===== src/wfst_pkg.sv =====
// ----------------------------------------------------------------------------
// wfst_pkg: weighted fair scheduler table package
// Field widths, operation and state codes, slot entry type, weight table.
// ----------------------------------------------------------------------------
package wfst_pkg;

  localparam int NUM_SLOTS_DEF = 64;
  localparam int MODE_W  = 3;
  localparam int SLOT_W  = 6;
  localparam int TICK_W  = 16;
  localparam int NXT_W   = 2;
  localparam int CH_W    = 16;
  localparam int NICE_W  = 6;
  localparam int STAT_W  = 2;
  localparam int SLICE_W = 16;
  localparam int TW_W    = 23;
  localparam int VR_W    = 31;
  localparam int EP_W    = 8;
  localparam int RT_W    = 32;
  localparam int TS_W    = 3;
  localparam int W_W     = 17;
  localparam int W_MAX   = 88761;
  localparam int CFG_W   = 31;
  localparam int CFG_IDX_W = 2;
  localparam int DVD_W   = SLICE_W + W_W;
  localparam int NICE_MAX = 39;

  localparam logic [VR_W-1:0]    VR_MAX       = {VR_W{1'b1}};
  localparam logic [RT_W-1:0]    RT_MAX       = {RT_W{1'b1}};
  localparam logic [EP_W-1:0]    EP_MAX       = {EP_W{1'b1}};
  localparam logic [VR_W-1:0]    VR_LIMIT_RST = 31'd2147483647;
  localparam logic [SLICE_W-1:0] SLICE_RST    = 16'd10000;
  localparam logic [NICE_W-1:0]  NICE_RST     = 6'd20;
  localparam logic [NICE_W-1:0]  NICE_TOP     = 6'd39;

  typedef enum logic [MODE_W-1:0] {
    M_CREATE = 3'd0, M_PICK = 3'd1, M_CHARGE = 3'd2, M_WAKEUP = 3'd3,
    M_NICE   = 3'd4, M_KILL = 3'd5, M_FREE   = 3'd6, M_READ   = 3'd7
  } mode_t;

  typedef enum logic [TS_W-1:0] {
    TS_UNUSED = 3'd0, TS_EMBRYO = 3'd1, TS_SLEEPING = 3'd2,
    TS_RUNNABLE = 3'd3, TS_RUNNING = 3'd4, TS_ZOMBIE = 3'd5
  } task_st_t;

  typedef enum logic [STAT_W-1:0] {
    ST_OK = 2'd0, ST_NONE = 2'd1, ST_BAD = 2'd2, ST_WRONG = 2'd3
  } status_t;

  typedef enum logic [NXT_W-1:0] {
    NX_RUNNABLE = 2'd0, NX_SLEEPING = 2'd1, NX_ZOMBIE = 2'd2, NX_BAD = 2'd3
  } next_t;

  typedef enum logic [CFG_IDX_W-1:0] {
    R_VR_LIMIT = 2'd0, R_SLICE = 2'd1, R_DEF_NICE = 2'd2
  } cfg_reg_t;

  typedef enum logic [2:0] {
    S_IDLE, S_GATHER, S_CALC, S_DIV, S_APPLY, S_DONE
  } fsm_t;

  typedef struct packed {
    task_st_t          state;
    logic [NICE_W-1:0] nice;
    logic [VR_W-1:0]   vr;
    logic [EP_W-1:0]   ep;
    logic [RT_W-1:0]   rt;
    logic [CH_W-1:0]   ch;
    logic              killed;
  } entry_t;

  function automatic logic [W_W-1:0] nice_weight(input logic [NICE_W-1:0] n);
    logic [W_W-1:0] w;
    case (n)
      6'd0:  w = 17'd88761; 6'd1:  w = 17'd71755; 6'd2:  w = 17'd56483;
      6'd3:  w = 17'd46273; 6'd4:  w = 17'd36291; 6'd5:  w = 17'd29154;
      6'd6:  w = 17'd23254; 6'd7:  w = 17'd18705; 6'd8:  w = 17'd14949;
      6'd9:  w = 17'd11916; 6'd10: w = 17'd9548;  6'd11: w = 17'd7620;
      6'd12: w = 17'd6100;  6'd13: w = 17'd4904;  6'd14: w = 17'd3906;
      6'd15: w = 17'd3121;  6'd16: w = 17'd2501;  6'd17: w = 17'd1991;
      6'd18: w = 17'd1586;  6'd19: w = 17'd1277;  6'd20: w = 17'd1024;
      6'd21: w = 17'd820;   6'd22: w = 17'd655;   6'd23: w = 17'd526;
      6'd24: w = 17'd423;   6'd25: w = 17'd335;   6'd26: w = 17'd272;
      6'd27: w = 17'd215;   6'd28: w = 17'd172;   6'd29: w = 17'd137;
      6'd30: w = 17'd110;   6'd31: w = 17'd87;    6'd32: w = 17'd70;
      6'd33: w = 17'd56;    6'd34: w = 17'd45;    6'd35: w = 17'd36;
      6'd36: w = 17'd29;    6'd37: w = 17'd23;    6'd38: w = 17'd18;
      default: w = 17'd15;
    endcase
    return w;
  endfunction

endpackage


===== src/wfst_cell.sv =====
// ----------------------------------------------------------------------------
// wfst_cell: task slot cell
// Holds one slot entry and passes it to its neighbour when the ring turns.
// ----------------------------------------------------------------------------
module wfst_cell import wfst_pkg::*; (
  input  logic   clk,
  input  logic   rst,
  input  logic   shift,
  input  entry_t d,
  output entry_t q
);

  always_ff @(posedge clk) begin
    if (rst) begin
      q.state <= TS_UNUSED;
    end else if (shift) begin
      q.state <= d.state;
    end
    if (shift) begin
      q.nice   <= d.nice;
      q.vr     <= d.vr;
      q.ep     <= d.ep;
      q.rt     <= d.rt;
      q.ch     <= d.ch;
      q.killed <= d.killed;
    end
  end

endmodule


===== config.mk =====
export PLATFORM = sky130hd
export DESIGN_NAME = wfst_cell
export DESIGN_NICKNAME = d
export VERILOG_FILES = /design/src/wfst_pkg.sv /design/src/wfst_cell.sv
export SDC_FILE = /design/constraint.sdc
export NUM_CORES = 1
export LEC_CHECK = 0
export ABC_AREA = 1
export BUFFER_PORTS_ARGS = -buffer_cell sky130_fd_sc_hd__buf_2
export CELL_PAD_IN_SITES_DETAIL_PLACEMENT = 0
export CELL_PAD_IN_SITES_GLOBAL_PLACEMENT = 2
export CORE_MARGIN = 2
export CORE_UTILIZATION = 29
export DETAILED_ROUTE_END_ITERATION = 16
export PLACE_DENSITY = 0.95
export SLEW_MARGIN = 40
export SYNTH_ARGS = -nofsm -noshare
export SYNTH_HDL_FRONTEND = slang
export SYNTH_SLANG_ARGS = --single-unit

===== constraint.sdc =====
create_clock -name clk -period 1.4 [get_ports clk]
set_input_delay 0.07 -clock clk [delete_from_list [all_inputs] [get_ports clk]]
set_output_delay 0.07 -clock clk [all_outputs]
set_load 0.05 [all_outputs]

== After elaboration in Yosys (flattened, before gate mapping) ==
Cells that the tools add are included.

* Bits in registers: 97
* Output and inout port bits: 97
* Word-level logic and storage cells: 7

== Logic depth before layout (Yosys ltp) ==
* Depth after elaboration: 0
* Gate-level depth with buffers: 4

== Worst setup path after synthesis ==
No wires, ideal clock.

* Path type: register -> register
* Start: reg q[94] (netlist name)
* End: reg q[94] (netlist name)
* Library setup time: 0.064 ns
* Arrival time: 0.794 ns
* Required time: 1.336 ns
* Path slack: 0.542 ns
* Stages on the path, launching flop included: 3
* Buffers on the path: 0
* Clock period less this slack: 0.858 ns
* Cells stage by stage: dfxtp_1 > nor2_1 > nor2_1

{| class="wikitable"
|+ RTL lines
! item !! RTL line !! text
|-
| to (decl) || wfst_cell.sv:10 || <nowiki>output entry_t q</nowiki>
|}

==> impl_metrics.py <==
metrics = {
    "setup_path": {
        "crit_path_start": "rst",
        "r2r_start": "q[94]",
        "crit_path_max_fanout": 3,
        "crit_arrival_ps": 1500,
        "rr_endpoint": "q[94]",
        "endpoint_kind": "register",
        "reg2reg_depth": 2,
        "worst_setup_path_start_kind": "input port",
        "critical_path_class": "in -> reg",
        "worstPathRequired_ps": 1690,
        "r2r_slack_ps": 810,
        "endpoint": "q[94]",
    },
    "sta": {
        "setup_violations": 0,
        "worst_pin_slew_ps": 290,
        "drv_slew": 0,
        "slew_headroom_pct": 80.7,
        "worst_slack_ps": 187,
        "finalHoldViolations": 0,
        "min_period_ps": 1210,
        "fmax_mhz": 824,
        "min_period_over_period_pct": 86.7,
        "rsz0062_at_grt": "no",
        "finalSetupTns_ps": 0,
        "skew_ps": 0,
        "fin_hold_ws_ps": 219,
    },
    "synthesis": {
        "synth_nets": 213,
        "async_flop_share_pct": 0,
        "synth_area_leaders": "edfxtp_1 (96%), dfxtp_1 (2.0%), nand2_1 (0.77%), nor2_1 (0.77%), inv_1 (0.51%)",
        "synth-seq-area-share_pct": 98.0,
        "synth_commonest_cells": "edfxtp_1 (94), nand2_1 (6), nor2_1 (6), inv_1 (4), dfxtp_1 (3)",
        "synth_area_sq_um": 2940,
        "yosysMostFrequentCell": "edfxtp_1",
        "yosysTopAreaCell": "edfxtp_1",
        "ys.warnings.count": 0,
        "synth_seq_cells": 97,
        "syn_avg_cell_area_sq_um": 26.0,
        "synth_cell_types": 5,
        "synth_edf_count": 94,
        "syn_inst": 113,
        "synthFlopType": "edfxtp_1",
        "synth.top_cell.area_share_pct": 95.9,
    },
    "floorplan": {
        "die_w_um": 105,
        "fp.coreArea_sq_um": 9820,
        "io_pins": 197,
        "die_h_um": 105,
        "initial_core_util_pct": 30.0,
        "die_area_sq_um": 11000,
        "core.rowCount": 36,
    },
    "final_layout": {
        "stdcell_count": 558,
        "antenna_cells": 0,
        "largest_reg_flops": 97,
        "synthToLayoutAreaGrowth_pct": 81.2,
        "post-route-util_pct": 54.3,
        "drive_gt1_share_pct": 50.1,
        "regMostFlops": "q",
        "fin_nets": 520,
        "final_cell_area_sq_um": 5330,
        "largestRegisters": "q (97)",
    },
    "outcome": {
        "status": "finished clean",
    },
    "clocking": {
        "cts_max_path_buffers": 2,
        "cts_buffers": 9,
        "postCtsHoldBufs": 98,
        "clockRootBuffer": "clkbuf_8",
        "cts_setup_buffers": 0,
        "clock-sinks": 97,
        "cts.reportedPaths.clkPinSlew_ps": 90,
        "cts-htree-levels": 3,
        "cts_tree": "done",
        "clk-insertion-delay-late_ps": 350,
        "cts_resized": 0,
    },
    "placement": {
        "gp_congestion": 0.655,
        "place_area_sq_um": 4130,
        "dpl.hpwl_um": 5040,
        "dpl_worst_slack_ps": 579,
        "io_buffers": 196,
        "placed_cells": 444,
    },
    "detailed_routing": {
        "post_drt_wl_per_cell_um": 14.0,
        "dr_wl_met2_um": 4090,
        "viasPerCell": 4.03,
        "wl_um": 7830,
        "wl_met1_um": 2920,
        "drt-initial-drc-count": 114,
        "vias": 2249,
        "drc": 0,
        "route.met3.wl_um": 654,
        "ant_nets": 0,
        "first_pass_iters": 5,
        "highest-signal-layer": "met4",
    },
    "global_routing": {
        "antenna_found_initial": 0,
        "grt_pass1_vias": 2464,
        "global_route.overflow_total": 0,
        "grtUsageTotal_pct": 14.4,
        "grt_pass1_wl_um": 12100,
        "grt_max_degree": 57,
    },
    "pwr": {
        "vdd_drop_max_uv": 612,
        "p_leak_nw": 2.30,
        "power.density_nw_per_um2": 1300,
        "power_mw": 6.91,
    },
    "hold_path": {
        "hold_path.class": "in -> reg",
    },
    "job": {
        "maxCapViolCount": 0,
    },
}
==> worst min path at each step <==
| stage | start | end | cells past startpoint |
|---|---|---|---|
| after detailed placement | d[40] | q[40] | 1 |
| after CTS | shift | q[42] | 2 |
| after global placement | d[93] | q[93] | 1 |
| final | shift | q[2] | 2 |
| after global routing | shift | q[2] | 2 |
| after floorplan | d[0] | q[0] | 0 |
==> per-layer routing <==
metal | up-vias | global-route usage (%)
met5 | - | 0
met4 | 0 | 6.95
li1 | 1048 | -
met2 | 126 | 25.8
met1 | 1061 | 15.8
met3 | 14 | 3.68
==> final cells by class <==
| cell class | instances | area [sq um] |
|---|---|---|
| fillers | 844 | 4490 |
| clock buffers | 10 | 128 |
| repair buffers | 296 | 2000 |
| inverters | 4 | 15.0 |
| clock inverters | 6 | 90.1 |
| flip-flops and latches | 97 | 2880 |
| well taps | 133 | 166 |
| multi-input cells | 12 | 45.0 |
==> report_power, final <==
group	switching [mW]	internal, mW	leakage [nW]
Combinational	1.02	0.436	1.25
Sequential	0.0592	3.43	0.945
Clock	0.953	1.01	0.107
Total	2.03	4.88	2.30
==> placed cells by master (no fill, tap or decap), drive strengths merged <==
master / count
buf: 198
dlygate4sd3: 98
edfxtp: 94
clkbuf: 10
nor2: 6
nand2: 6
inv: 5
dfxtp: 3
bufinv: 2
clkinv: 2
clkinvlp: 1
==> cells by family after synthesis <==
| group | share of synthesized area, % |
|---|---|
| flops | 98.0 |
| simple gates | 1.53 |
| buf+inv | 0.510 |
==> critical path, cell delays in order <==
cell           delay, ps
dlygate4sd3_1        530
buf_2                120
inv_1                 80
nand2_1               50
dlygate4sd3_1        550
nor2_1               100
Note: power is estimated with default switching activity, not from simulation.
