--- config.mk ---
export PLATFORM = sky130hd
export DESIGN_NAME = wfst_div
export DESIGN_NICKNAME = d
export VERILOG_FILES = /design/src/wfst_div.sv
export SDC_FILE = /design/constraint.sdc
export NUM_CORES = 1
export LEC_CHECK = 0
export BUFFER_PORTS_ARGS = -buffer_cell sky130_fd_sc_hd__buf_4
export CAP_MARGIN = 20
export CORE_ASPECT_RATIO = 1.1
export CORE_MARGIN = 5
export CORE_UTILIZATION = 35
export CTS_BUF_LIST = sky130_fd_sc_hd__clkbuf_4
export DETAILED_ROUTE_END_ITERATION = 8
export PLACE_DENSITY_LB_ADDON = 0.2
export SLEW_MARGIN = 20
export SYNTH_ARGS = -nofsm -noshare
export SYNTH_HDL_FRONTEND = slang
export SYNTH_SLANG_ARGS = --single-unit
--- constraint.sdc ---
create_clock -name clk -period 2.4 [get_ports clk]
set_input_delay 0.36 -clock clk [delete_from_list [all_inputs] [get_ports clk]]
set_output_delay 0.36 -clock clk [all_outputs]
set_load 0.1 [all_outputs]
--- src/wfst_div.sv ---
// ----------------------------------------------------------------------------
// wfst_div: restoring divider
// One quotient bit per cycle; done pulses with the quotient ready.
// ----------------------------------------------------------------------------
module wfst_div #(
  parameter int DVD_BITS = 33,
  parameter int DVS_BITS = 24
) (
  input  logic                clk,
  input  logic                rst,
  input  logic                start,
  input  logic [DVD_BITS-1:0] dividend,
  input  logic [DVS_BITS-1:0] divisor,
  output logic                done,
  output logic [DVD_BITS-1:0] quotient
);

  localparam int CW = $clog2(DVD_BITS);

  logic                busy;
  logic [CW-1:0]       cnt;
  logic [DVS_BITS-1:0] rem;
  logic [DVS_BITS-1:0] dvs;
  logic [DVS_BITS:0]   trial;
  logic                fits;

  assign trial = {rem, quotient[DVD_BITS-1]};
  assign fits  = trial >= {1'b0, dvs};

  always_ff @(posedge clk) begin
    if (rst) begin
      busy <= 1'b0;
      done <= 1'b0;
      cnt  <= '0;
    end else begin
      done <= 1'b0;
      if (start) begin
        busy <= 1'b1;
        cnt  <= CW'(DVD_BITS - 1);
      end else if (busy) begin
        cnt <= cnt - 1'b1;
        if (cnt == '0) begin
          busy <= 1'b0;
          done <= 1'b1;
        end
      end
    end
  end

  always_ff @(posedge clk) begin
    if (start) begin
      rem      <= '0;
      dvs      <= divisor;
      quotient <= dividend;
    end else if (busy) begin
      rem      <= fits ? DVS_BITS'(trial - {1'b0, dvs}) : DVS_BITS'(trial);
      quotient <= {quotient[DVD_BITS-2:0], fits};
    end
  end

endmodule

# Yosys cells after proc, flatten, opt, wreduce, memory -nomap -nowiden

Cells that the tools add are included.

Bits in registers: 89
Bits in latches: 0
Memory bits (writable): 0
Bits in read-only memories: 0
Output and inout bits: 34
Word-level logic and storage cells: 24
Memories: 0

Add/subtract/negate cells: 2
Multipliers: 0
Divide/modulo/power cells: 0
Magnitude comparators: 1
Equality and inequality tests: 0
Shifts and indexed selects: 0
Muxes and demuxes: 9
Bitwise logic cells: 1
Reduce and logical (&&, ||, !) cells: 4

Operators by type and width:

| kind                  | count |
|---|---|
| $mux W33              | 2 |
| $ge A25 B24 Y1        | 1 |
| $mux W24              | 1 |
| $sub A24 B24 Y24      | 1 |
| $mux W6               | 2 |
| $logic_not A6 Y1      | 1 |
| $sub A6 B1 Y6 const B | 1 |
| $mux W1               | 4 |
| $reduce_or A3 Y1      | 1 |
| $reduce_bool A2 Y1    | 1 |
| $reduce_or A2 Y1      | 1 |
| $not A1 Y1            | 1 |

# Depth between registers and ports, before layout

Gate-level depths: netlist (run 1).

Depth after elaboration: 4
Gate-level depth with buffers: 12

# Worst setup path before layout (run 1)

Ideal clock, no wire load.

Path type: register to register
Start: reg quotient[32]
End: reg rem[22]
Library setup time: 0.142 ns
Arrival: 3.192 ns
Setup slack: -0.934 ns
Stages on the path, launching flop included: 12
Path buffers: 0
Cells stage by stage: edfxtp_1 -> inv_1 -> ha_1 -> fa_1 -> nor2b_1 -> o31a_1 -> o21ai_1 -> o21a_1 -> o31ai_2 -> a41oi_1 -> o41ai_1 -> a311oi_1

Longest elaborated chain between the ends: 2

Ends and longest elaborated chain:

| item                                               | RTL line | source |
|---|---|---|
| from (decl)                                        | 15       | `output logic [DVD_BITS-1:0] quotient` |
| from (signal assigned)                             | 54       | `quotient <= dividend;` |
| from (signal assigned)                             | 57       | `quotient <= {quotient[DVD_BITS-2:0], fits};` |
| $sub A24 B24 Y24 or $ge A25 B24 Y1 (tied branches) | 56, 28   |  |
| $mux W24 *                                         | 56       | `rem <= fits ? DVS_BITS'(trial - {1'b0, dvs}) : DVS_BITS'(trial);` |
| to (signal assigned)                               | 56       |  |
| to (decl)                                          | 22       | `logic [DVS_BITS-1:0] rem;` |

Mark *: on every way between the ends. The rest lies on a longest branch, timed or not.
A chain may end at the register's enable or synchronous reset.

# Final worst setup path (run 1)

Start: reg dvs[0]
End: reg rem[20]

Longest elaborated chain between the ends: 2

Ends and longest elaborated chain:

| item                                               | RTL line | source |
|---|---|---|
| from (decl)                                        | 23       | `logic [DVS_BITS-1:0] dvs;` |
| from (signal assigned)                             | 53       | `dvs <= divisor;` |
| $sub A24 B24 Y24 or $ge A25 B24 Y1 (tied branches) | 56, 28   |  |
| $mux W24 *                                         | 56       |  |

Marks and branches as above.

==> impl_metrics.json, run 1 <==
{
  "outcome": "complete, but fails checks",
  "violations": "setup timing",
  "cts-buffers-inserted": 9,
  "slew_headroom": 0.623,
  "worstSkewPairLatency_ps": 460,
  "p_int_uw": 3010,
  "setup_slack_ps": -192,
  "areaGrowthSynthToFinish_pct": 50.3,
  "worst_pin_slew_ps": 566,
  "grt_pass1_wl_um": 20900,
  "max_freq_mhz": 386,
  "start_util": 0.360,
  "synth_edf_count": 57,
  "period_minus_slack_ps": 2590,
  "syn_inst": 459,
  "wirelength_um": 13100,
  "grt_max_degree": 48,
  "finClkSkew_ps": 23.3,
  "cts_tree": "built",
  "leakagePower_uw": 0.00308,
  "yosys_warnings": 0,
  "drv_cap": 0,
  "via_per_inst": 5.00,
  "p_sw_frac": 0.369,
  "post-dp-hpwl_um": 9100,
  "grt_antenna_before_repair": 0,
  "fin_crit_sh": 1.08,
  "combPwrFrac": 0.404,
  "synth.avg_cell_area_um2": 10.5,
  "dr.pass1.iters": 4,
  "fp.dieW_um": 122,
  "crit_type": "reg -> reg",
  "power.switching_uw": 1760,
  "critPathRequiredTime_ps": 2790,
  "synthFlopType": "edfxtp_1",
  "p_clk_frac": 0.206,
  "wl_per_cell_um": 15.7,
  "fillers": 1199,
  "crit_path_end_kind": "flop",
  "p_per_area_nw_per_um2": 662,
  "clkTransAtPathRegs_ps": 150,
  "rsz0062_at_grt": "true",
  "cp_num_buf_inv": 0,
  "dieArea_um2": 16200,
  "drv_slew": 0,
  "ys_seq_elements": 89,
  "syn-num-nets": 546,
  "core_um2": 13300,
  "yosysSeqAreaShare": 0.490,
  "drt_iter0_markers": 237,
  "max_stage_delay_ps": 440,
  "setup_violations": 25,
  "antennaDiodeCount": 0,
  "gp_congestion": 0.912,
  "hp-class": "in -> reg",
  "drc": 0,
  "utilization": 0.541,
  "synthesis.area_um2": 4800,
  "worstSetupStartpointType": "flop",
  "cts_max_level": 3,
  "rows": 44,
  "hold_viol": 0,
  "ioPinCount": 94,
  "ir_drop_v": 0.000403,
  "fp.dieH_um": 133,
  "cpMaxStageDelayCell": "edfxtp_1",
  "sequentialPowerShare": 0.391,
  "cts_max_path_buffers": 2,
  "grt_pass1_vias": 4325,
  "synth_cell_types": 52,
  "io_buffers": 93,
  "cts_root_buffer": "clkbuf_4",
  "fin_hold_ws_ps": 67.7,
  "vias": 4173,
  "crit_fanout": 4,
  "path_delay_family": "compound AO/OA/AOI/OAI gates",
  "drive_above_1_share": 0.517,
  "ant_nets": 0,
  "gr-usage-all-layers": 0.160,
  "cts_num_sinks": 89,
  "cp_cell_sequence": "ha_4, fa_2, nor2b_2, o31a_1, o21ai_2, o21a_2, o31ai_4, a31oi_2, or3_1, a41oi_2",
  "overflow": 0,
  "cp.arrival_ps": 2990,
  "nets": 732,
  "async_flop_share": 0
}
==> repair_timing <==
item / 4_1_cts / 5_1_grt
cloned: 1 / 0
pin swaps: 21 / 41
setup endpoints to repair: 25 / 25
gates resized for setup: 45 / 61
buffers inserted: 6 / 9
hold endpoints to repair: 2 / 2
hold buffers: 1 / 2
==> power groups by stage <==
| stage | clock [µW] | combinational (µW) | sequential, µW |
|---|---|---|---|
| 5_1_grt | 1090 | 2050 | 1880 |
| 4_1_cts | 1030 | 1760 | 1860 |
| 6_report | 982 | 1930 | 1870 |
| 2_1_floorplan | 0 | 654 | 2320 |
| 3_3_place_gp | 0 | 1620 | 1890 |
| 3_5_place_dp | 0 | 1630 | 1890 |
==> final cells by class <==
cell class,count,area [µm²],area share
clock buffer,10,75.1,0.0104
clock inverter,6,91.3,0.0127
inverter,31,116,0.0161
multi-input combinational,320,2810,0.390
sequential,89,2350,0.326
tap,184,230,0.0319
timing repair buffer,194,1530,0.213
==> synth_stat cells (2+ instances only) <==
cell / instances / area share
nand4_1: 5 / 0.0065
nand2b_1: 2 / 0.0026
nand2_1: 54 / 0.042
nor4_1: 3 / 0.0039
mux2_2: 35 / 0.082
o21a_1: 4 / 0.0063
nor4bb_1: 2 / 0.0042
a31oi_1: 3 / 0.0039
xnor2_1: 11 / 0.020
o31a_1: 2 / 0.0037
edfxtp_1: 57 / 0.36
or2_2: 4 / 0.0052
or3_1: 7 / 0.0091
buf_2: 5 / 0.0052
nor3_1: 6 / 0.0063
o21bai_1: 3 / 0.0047
nor2_1: 40 / 0.031
o21ai_0: 6 / 0.0063
inv_1: 31 / 0.024
a211oi_1: 4 / 0.0063
a21o_1: 7 / 0.011
nand3b_1: 2 / 0.0031
a311oi_1: 20 / 0.037
nand3_1: 12 / 0.013
clkbuf_1: 13 / 0.010
o211ai_1: 3 / 0.0047
o21ai_1: 2 / 0.0021
ha_1: 26 / 0.068
dfxtp_1: 32 / 0.13
xor2_1: 7 / 0.013
o41ai_1: 3 / 0.0055
a21oi_1: 27 / 0.028
a41oi_1: 2 / 0.0037
==> logic make-up after synthesis <==
group                    synth area share
AND/OR/NAND/NOR                     0.142
AO/OA/AOI/OAI                       0.140
flip-flops                          0.490
buffers and inverters              0.0404
multiplexers                       0.0821
adder cells (fa/ha/maj)            0.0720
XOR/XNOR                           0.0329
==> metal layers <==
layer | routed length (µm) | track usage
met1 | 5620 | 0.198
met3 | 1020 | 0.0649
met5 | 0 | 0
met2 | 6270 | 0.255
met4 | 210 | 0.0504
==> flip-flops by register name, summed over array words and instances, names as in the netlist <==
register  cells
cnt           6
dvs          24
busy          1
done          1
quotient     33
rem          24
==> worst paths after layout <==
kind                            depth (start not counted)      end  slack [ps]         from
worst max-delay path                                   10  rem[20]        -190       dvs[0]
worst min-delay path                                    1  dvs[22]          70  divisor[22]
worst max register to register                         10  rem[20]        -190       dvs[0]
worst min register to register                          2   cnt[0]         490       cnt[0]
==> placed cells by master, fill, tap and decap left out, types with 11 or more instances in the layout <==
master and n:
nand2_2 11, buf_4 177, nand2_1 38, edfxtp_1 57, ha_1 15, buf_6 12
a311oi_2 13, mux2_2 34, nor2_1 40, inv_1 26, dfxtp_1 32, a21oi_1 22
==> through the flow <==
| step | std cells | worst slack (ps) | TNS (ps) | instance area (µm²) | total power (µW) |
|---|---|---|---|---|---|
| after floorplan | 459 | -765 | -9220 | 4890 | 2970 |
| after global placement | 803 | -174 | -1850 | 6370 | 3510 |
| after detailed placement | 803 | -262 | -3070 | 6370 | 3520 |
| after CTS | 827 | -176 | -2780 | 6840 | 4650 |
| after global routing | 834 | -321 | -5980 | 7210 | 5030 |
| final | 834 | -192 | -2620 | 7210 | 4780 |
No activity file was read; power rests on OpenSTA's default activity.
==> run 2: changes to the inputs <==
--- a/config.mk
+++ b/config.mk
@@ -9,7 +9,7 @@
 export CAP_MARGIN = 20
 export CORE_ASPECT_RATIO = 1.1
 export CORE_MARGIN = 5
-export CORE_UTILIZATION = 35
+export CORE_UTILIZATION = 40
 export CTS_BUF_LIST = sky130_fd_sc_hd__clkbuf_4
 export DETAILED_ROUTE_END_ITERATION = 8
 export PLACE_DENSITY_LB_ADDON = 0.2
==> run 2 against run 1 <==
  * The flow still finishes with violations (setup timing)
  * Clock-buffer cell count did not move
  * Cell area shrank 3.5%
  * Clock power is 2.0% lower
  * Critical endpoint unchanged
==> impl_metrics.json, run 2 (same netlist as run 1, synthesis figures left out) <==
{
  "outcome": "complete, but fails checks",
  "violations": "setup timing",
  "overflow": 0,
  "ant_nets": 0,
  "setup_slack_ps": -155,
  "hold_viol": 0,
  "crit_fanout": 5,
  "io_buffers": 93,
  "crit_path_end_kind": "flop",
  "rsz0062_at_grt": "true",
  "cts_root_buffer": "clkbuf_4",
  "grt_antenna_before_repair": 0,
  "via_per_inst": 5.15,
  "crit_type": "reg -> reg",
  "grt_pass1_vias": 4255,
  "rows": 42,
  "instances_no_fill": 795,
  "cpMaxStageDelayCell": "edfxtp_1",
  "worst_pin_slew_ps": 535,
  "gr-usage-met3": 0.0530,
  "gr-usage-met2": 0.275,
  "grt-busiest-layer": "met2",
  "start_util": 0.404,
  "final_cell_mix": "179 x buf_4, 57 x edfxtp_1, 51 x nand2_1",
  "holdBufCountCts": 0,
  "cp_cell_sequence": "inv_2, ha_4, buf_6, nand4_1, nor4_4, a21oi_4, buf_4, a21boi_4, nand2_4, buf_6, or3_4, a41oi_2",
  "areaGrowthSynthToFinish_pct": 45.0,
  "cp.arrival_ps": 2940,
  "gp_congestion": 0.854,
  "reg_top3": "quotient (33), dvs (24), rem (24)",
  "met1_usage": 0.207,
  "max_freq_mhz": 391,
  "setup_violations": 21,
  "cts_max_level": 3,
  "fillers": 1046,
  "dr.pass1.iters": 4,
  "vias": 4096,
  "wirelength_um": 12100,
  "antennaDiodeCount": 0,
  "ir_drop_v": 0.000464,
  "post-dp-hpwl_um": 8750,
  "post_dp_cell_area_um2": 6300,
  "post-route-cell-area_um2": 6960,
  "cts_num_sinks": 89,
  "drc": 0,
  "fp.dieW_um": 114,
  "clkTransAtPathRegs_ps": 150,
  "dp_cells": 769,
  "grt_max_degree": 48,
  "finClkSkew_ps": 17.4,
  "max_stage_delay_ps": 380,
  "nets": 723,
  "leakagePower_uw": 0.00296,
  "p_per_area_nw_per_um2": 670,
  "gr-usage-all-layers": 0.168,
  "cts-buffers-inserted": 9,
  "slew_headroom": 0.644,
  "critPathRequiredTime_ps": 2780,
  "core_um2": 11900,
  "fin_crit_sh": 1.06,
  "largest_reg_flops": 33,
  "cp_common_cell": "buf_6",
  "dieArea_um2": 14300,
  "worstSkewPairLatency_ps": 450,
  "drv_cap": 0,
  "ioPinCount": 94,
  "drive_above_1_share": 0.477,
  "hp-class": "in -> reg",
  "final_common_cell": "buf_4",
  "cts_max_path_buffers": 2,
  "drt_iter0_markers": 83,
  "fp.dieH_um": 125,
  "wl_per_cell_um": 15.2,
  "drv_slew": 0,
  "grt_pass1_wl_um": 19800,
  "period_minus_slack_ps": 2560,
  "regMostFlops": "quotient",
  "worstSetupStartpointType": "flop",
  "power_uw": 4660,
  "cts_tree": "built"
}
## run 2: critical path: cells and delay by family, from the launching register on
| family | cells | cell delay [ps] |
|---|---|---|
| AND/OR/NAND/NOR | 4 | 920 |
| AO/OA/AOI/OAI | 3 | 480 |
| flip-flops | 1 | 380 |
| adder cells (fa/ha/maj) | 1 | 280 |
| buffers and inverters | 4 | 450 |
## run 2: path summary, 6_finish.rpt
path / depth (start not counted) / slack (ps) / end / startpoint
worst max-delay path: 12 / -160 / rem[20] / dvs[10]
worst min-delay path: 2 / 60 / cnt[5] / rst
worst max register to register: 12 / -160 / rem[20] / dvs[10]
worst min register to register: 2 / 480 / cnt[0] / cnt[0]
## run 2: metal layers
layer	wire length (µm)	share of wire
met2	5810	0.48
met4	212	0.018
met1	5140	0.43
met3	900	0.075
met5	0	0
## run 2: through the flow
stage	utilization	TNS, ps	setup slack (ps)	hold slack (ps)
final	0.586	-1150	-155	58.8
after global routing	0.586	-4770	-289	24.5
after CTS	0.567	-981	-120	24.0
after detailed placement	0.531	-3950	-224	458
after global placement	0.531	-2550	-186	457
after floorplan	-	-9220	-765	432
## run 2: timing repair
item	4_1_cts	5_1_grt
setup buffers	3	7
resized for setup	38	36
endpoints found under the setup margin	25	25
gates cloned	1	0
pin swaps	17	21
## run 2: cell type report
cell class              instances  area [µm²]  area share
clock buffers                  10        75.1      0.0108
flip-flops and latches         89        2350       0.338
multi-input cells             320        2710       0.390
clock inverters                 6        90.1      0.0129
repair buffers                185        1420       0.204
well taps                     154         193      0.0277
inverters                      31         116      0.0167
## run 2: report_power, final
group / switching (µW) / internal, µW / total (µW) / leakage (µW)
Sequential: 80.6 / 1780 / 1870 / 0.000829
Clock: 524 / 438 / 962 / 0.0000870
Combinational: 1080 / 749 / 1830 / 0.00205
